<file path="config.mk">
export PLATFORM = sky130hd
export DESIGN_NAME = dpsc_isqrt
export DESIGN_NICKNAME = d
export VERILOG_FILES = /design/src/sv/dpsc_pkg.sv /design/src/sv/dpsc_isqrt.sv
export SDC_FILE = /design/constraint.sdc
export NUM_CORES = 1
export LEC_CHECK = 0
export BUFFER_PORTS_ARGS = -buffer_cell sky130_fd_sc_hd__buf_4
export CORE_UTILIZATION = 50
export CTS_CLUSTER_DIAMETER = 100
export DETAILED_ROUTE_END_ITERATION = 6
export PLACE_DENSITY = 0.67
export SKIP_CTS_REPAIR_TIMING = 1
export SYNTH_ARGS = -nofsm -noshare
export SYNTH_HDL_FRONTEND = slang
export SYNTH_SLANG_ARGS = --single-unit
</file>
<file path="constraint.sdc">
create_clock -name aclk -period 8.4 [get_ports aclk]
set_input_delay 0.42 -clock aclk [delete_from_list [all_inputs] [get_ports aclk]]
set_output_delay 0.42 -clock aclk [all_outputs]
set_load 0.01 [all_outputs]
</file>
<file path="src/sv/dpsc_pkg.sv">
// dpsc_pkg: shared constants, codes and types of the diverse point set checker
// depends on nothing; imported by dpsc_isqrt and diverse_point_set_checker
package dpsc_pkg;

    localparam int STORE_DEPTH_DEF = 32;

    localparam int AXIS_W   = 16;
    localparam int CNT_W    = 7;
    localparam int VIOL_W   = 16;
    localparam int DIST_W   = 34;
    localparam int ROOT_W   = 17;
    localparam int SUM_W    = 23;
    localparam int SUMSQ_W  = 40;
    localparam int LHS_W    = 47;
    localparam int MUL_A_W  = 40;
    localparam int MUL_B_W  = 23;
    localparam int PROD_W   = MUL_A_W + MUL_B_W;
    localparam int CFG_W    = 34;
    localparam int CFG_IDX_W = 3;
    localparam int OUT_W    = 3;

    localparam logic [1:0] CMD_SAMPLE  = 2'd0;
    localparam logic [1:0] CMD_QUALITY = 2'd1;
    localparam logic [1:0] CMD_CLEAR   = 2'd2;
    localparam logic [1:0] CMD_UNUSED  = 2'd3;

    localparam logic [OUT_W-1:0] OUT_NONE      = 3'd0;
    localparam logic [OUT_W-1:0] OUT_STORED    = 3'd1;
    localparam logic [OUT_W-1:0] OUT_TOO_CLOSE = 3'd2;
    localparam logic [OUT_W-1:0] OUT_TOO_FAR   = 3'd3;
    localparam logic [OUT_W-1:0] OUT_FULL      = 3'd4;

    localparam logic [CFG_IDX_W-1:0] REG_NEAR_LIMIT  = 3'd0;
    localparam logic [CFG_IDX_W-1:0] REG_FAR_LIMIT   = 3'd1;
    localparam logic [CFG_IDX_W-1:0] REG_MIN_POINTS  = 3'd2;
    localparam logic [CFG_IDX_W-1:0] REG_MAX_VIOL    = 3'd3;
    localparam logic [CFG_IDX_W-1:0] REG_SPREAD      = 3'd4;
    localparam logic [CFG_IDX_W-1:0] REG_VAR_LIMIT   = 3'd5;

    typedef struct packed {
        logic              start;
        logic [DIST_W-1:0] radicand;
    } sqrt_req_t;

    typedef struct packed {
        logic              done;
        logic [ROOT_W-1:0] root;
    } sqrt_rsp_t;

endpackage

</file>
<file path="src/sv/dpsc_isqrt.sv">
// dpsc_isqrt: iterative floor square root, one result bit per step from two radicand bits
// depends on dpsc_pkg
module dpsc_isqrt (
    input  logic                aclk,
    input  logic                aresetn,
    input  dpsc_pkg::sqrt_req_t req,
    output dpsc_pkg::sqrt_rsp_t rsp
);
    import dpsc_pkg::*;

    localparam int STEP_W = $clog2(ROOT_W + 1);

    logic [DIST_W-1:0] rem_reg, rem_next;
    logic [DIST_W-1:0] root_reg, root_next;
    logic [DIST_W-1:0] bit_reg, bit_next;
    logic [STEP_W-1:0] step_reg, step_next;
    logic              busy_reg, busy_next;
    logic              done_reg, done_next;
    logic [DIST_W:0]   trial;

    assign trial = {1'b0, root_reg} + {1'b0, bit_reg};

    always_comb begin
        rem_next  = rem_reg;
        root_next = root_reg;
        bit_next  = bit_reg;
        step_next = step_reg;
        busy_next = busy_reg;
        done_next = 1'b0;
        if (req.start) begin
            rem_next  = req.radicand;
            root_next = '0;
            bit_next  = DIST_W'(1) << (DIST_W - 2);
            step_next = STEP_W'(ROOT_W);
            busy_next = 1'b1;
        end else if (busy_reg) begin
            if ({1'b0, rem_reg} >= trial) begin
                rem_next  = rem_reg - trial[DIST_W-1:0];
                root_next = (root_reg >> 1) + bit_reg;
            end else begin
                root_next = root_reg >> 1;
            end
            bit_next  = bit_reg >> 2;
            step_next = step_reg - STEP_W'(1);
            if (step_reg == STEP_W'(1)) begin
                busy_next = 1'b0;
                done_next = 1'b1;
            end
        end
    end

    always_ff @(posedge aclk) begin
        rem_reg  <= rem_next;
        root_reg <= root_next;
        bit_reg  <= bit_next;
        if (!aresetn) begin
            step_reg <= '0;
            busy_reg <= 1'b0;
            done_reg <= 1'b0;
        end else begin
            step_reg <= step_next;
            busy_reg <= busy_next;
            done_reg <= done_next;
        end
    end

    assign rsp.done = done_reg;
    assign rsp.root = root_reg[ROOT_W-1:0];

    a_done_after_busy: assert property (@(posedge aclk) disable iff (!aresetn)
        done_reg |-> !busy_reg && $past(busy_reg))
        else $error("root done without a running pass");
    a_step_zero_idle: assert property (@(posedge aclk) disable iff (!aresetn)
        !busy_reg |-> step_reg == '0)
        else $error("step counter left running");
    a_start_busy: assert property (@(posedge aclk) disable iff (!aresetn)
        req.start |=> busy_reg)
        else $error("start did not begin a pass");

endmodule
</file>
==> impl_metrics.csv <==
group,metric,value,unit
sta,timing.fmax,165,MHz
yosys,avgSynthCellArea,8.46,um2
yosys,synth_common_cells,"88 x nor2_1, 86 x nand2_1, 72 x ha_1",
clock_network,clk_latency,0.36,ns
sta,final_max_slew_viol_count,0,
floorplanning,placementRows,46,
yosys,ys_async_sr_fraction,0,%
sta,skew,0.0102,ns
sta,fin_crit_sh,71.9,%
place,dp_hpwl,14800,um
cells_and_area,antenna_cells,0,
clock_network,clock_sinks,92,
clock_network,tritoncts,"done",
run,max-cap-violations,0,
drt,ant_nets,0,
yosys,seq_area_frac_synth,26.9,%
critical_path,end_kind,"flip-flop",
drt,wl_per_cell,17.8,um
cells_and_area,area_growth,7.78,%
drt,vias,7363,
cells_and_area,fin_nets,1073,
critical_path,path_class,"reg2reg",
run_status,run_status,"complete, no violations",
global_routing,track_usage,26.3,%
sta,finalSetupTns,0,ns
critical_path,crit_arrival,6.03,ns
drt,drtIter0Drc,475,
sta,fin_hold_ws,0.294,ns
drt,drc,0,
sta,setup_viol,0,
yosys,yosys_warnings,0,
critical_path,critPathRequiredTime,8.38,ns
floorplanning,pin_count,55,
sta,hold_violations,0,
sta,min_period,6.04,ns
cells_and_area,fillers,1525,
power_and_ir_drop,power.density,239,nW/um2
yosys,synth_fp_nets,1071,
yosys,synth_cells,961,
critical_path,cp-start-kind,"flip-flop",
critical_path,startpoint,"root_reg[6]",
floorplanning,coreArea,15900,um2
clock_network,clockRootBuffer,"clkbuf_16",
floorplanning,die-area,16800,um2
floorplanning,fp.dieW,129,um
sta,worstMarginPinSlew,1.15,ns
critical_path,regToRegStartpoint,"root_reg[6]",
critical_path,worstPathMaxFanout,34,
drt,dr.pass1.iters,7,
place,globalplace.congestion,0.882,
critical_path,crit_end,"rem_reg[32]",
global_routing,grt_pass1_wl,34200,um
power_and_ir_drop,leakagePower,3.30,nW
floorplanning,start_util,51.1,%
global_routing,overflow,0,
cells_and_area,fin_cells,1184,
yosys,yosysUniqueCellTypes,79,
drt,vias_per_cell,6.22,
global_routing,grt_pass1_vias,6585,
clock_network,clk_path_buf_depth,2,
floorplanning,die_h,129,um
yosys,synth-edff-count,34,
power_and_ir_drop,finalPower,2.09,mW
yosys,netlist.top_cell.by_area,"dfxtp_1",
clock_network,cts_buffers,9,
place,place_inst,1168,
clock_network,clkTransAtPathRegs,0.08,ns
yosys,syn-cell-area,8130,um2
critical_path,reg2reg_depth,18,
critical_path,ff2ff_setup_slack,2.36,ns
global_routing,antenna_found_initial,0,
hold_path,hold_path_class,"in2reg",
cells_and_area,layout-drive-gt1-share,12.3,%
drt,wirelength,21100,um
sta,slew_headroom,23.1,%
yosys,ys.flop_type,"dfxtp_1",
yosys,ys_ff_latch,92,
yosys,synth_area_leaders,"dfxtp_1 14%, edfxtp_1 13%, ha_1 11%",
yosys,yosysMostFrequentCell,"nor2_1",
critical_path,reg2reg_to,"rem_reg[32]",
yosys,synth_top_area_share,14.3,%
global_routing,grt_max_degree,80,
clock_network,h-tree-depth,3,
sta,grt_setup_unrepaired,"false",
power_and_ir_drop,ir_drop,131,uV
place,numPortBuffers,54,
worst min path at each step:
stage | slack (ns) | to | cells after the start | startpoint
floorplan | 0.47 | step_reg[1] | 2 | step_reg[1]
detailed placement | 0.49 | step_reg[1] | 2 | step_reg[1]
finish | 0.29 | busy_reg | 2 | aresetn
CTS | 0.29 | busy_reg | 2 | aresetn
global placement | 0.49 | step_reg[1] | 2 | step_reg[1]
global route | 0.32 | busy_reg | 2 | aresetn
per-stage QoR:
step | setup WS, ns | instance area, um2 | util, %
after floorplan | 1.59 | 8130 | -
after global placement | 2.49 | 8480 | 53.4
after detailed placement | 2.37 | 8480 | 53.4
after CTS | 2.32 | 8760 | 55.1
after global routing | 1.77 | 8760 | 55.1
final | 2.36 | 8760 | 55.1
per-layer routing:
metal	global-route usage (%)	vias up	part of all wire, %
li1	-	3671	-
met1	36.0	3502	49
met2	42.4	163	45
met3	2.81	27	3.4
met4	10.3	0	2.5
met5	0	-	0
cell type report:
type                            count  area [um2]  area share (%)
Clock buffer                        9         225            2.57
Clock inverter                      7        55.1           0.629
Inverter                           22        82.6           0.943
Multi-Input combinational cell    778        5490            62.7
Sequential cell                    92        2180            24.9
Tap cell                          216         270            3.09
Timing Repair Buffer               60         450            5.14
critical path: stages (launching register included):
cell	delay, ns
dfxtp_1	0.40
ha_1	0.39
nand4_1	0.20
o31ai_1	0.50
a21oi_1	0.27
o31ai_1	0.55
a31oi_1	0.20
o21bai_1	0.24
xnor2_1	0.11
ha_1	0.40
and4_1	0.23
and3_1	0.25
nand4_1	0.12
o211ai_1	0.12
a21oi_1	0.12
o21ai_1	0.09
buf_4	0.28
nand2_1	0.24
o21ai_4	0.93
power breakdown:
part	internal (mW)	total [mW]	switching, mW
sequential	0.568	0.637	0.0682
clock	0.207	0.416	0.210
combinational	0.425	1.04	0.612
total	1.20	2.09	0.890
cell families after synthesis:
group	share of synthesized area, %
AO/OA/AOI/OAI	27.2
AND/OR/NAND/NOR	18.3
flip-flops	26.9
buffers and inverters	5.79
adder cells (fa/ha/maj)	11.3
XOR/XNOR	7.01
multiplexers	3.43
cells in the final DEF (no fill, tap or decap), types with 7 or more instances in the layout:
cell       synthesis  final
buf_4             22     60
a21o_1            15     15
xor2_1            37     37
mux2i_1           20     20
xnor2_1           28     28
a31oi_1           38     37
nor4_1            10     10
a211oi_1          13     13
nand2_1           86     86
ha_1              72     72
nand3_1           18     18
clkbuf_16          0      9
o21ai_0           57     56
nor3_1            18     18
nand4_1           15     15
mux2_2             7      7
inv_1             22     22
or3_1              7      7
edfxtp_1          34     34
or2_2              7      7
dfxtp_1           58     57
o21bai_1          11     11
a21oi_1           40     40
o31ai_1           23     23
or4_1             14     14
o21a_1             9      9
nor2b_1            7      7
a31o_2             7      7
and3_1             7      7
nor2_1            88     88
a311oi_1          22     22
Note: power is estimated with default switching activity, not from simulation.
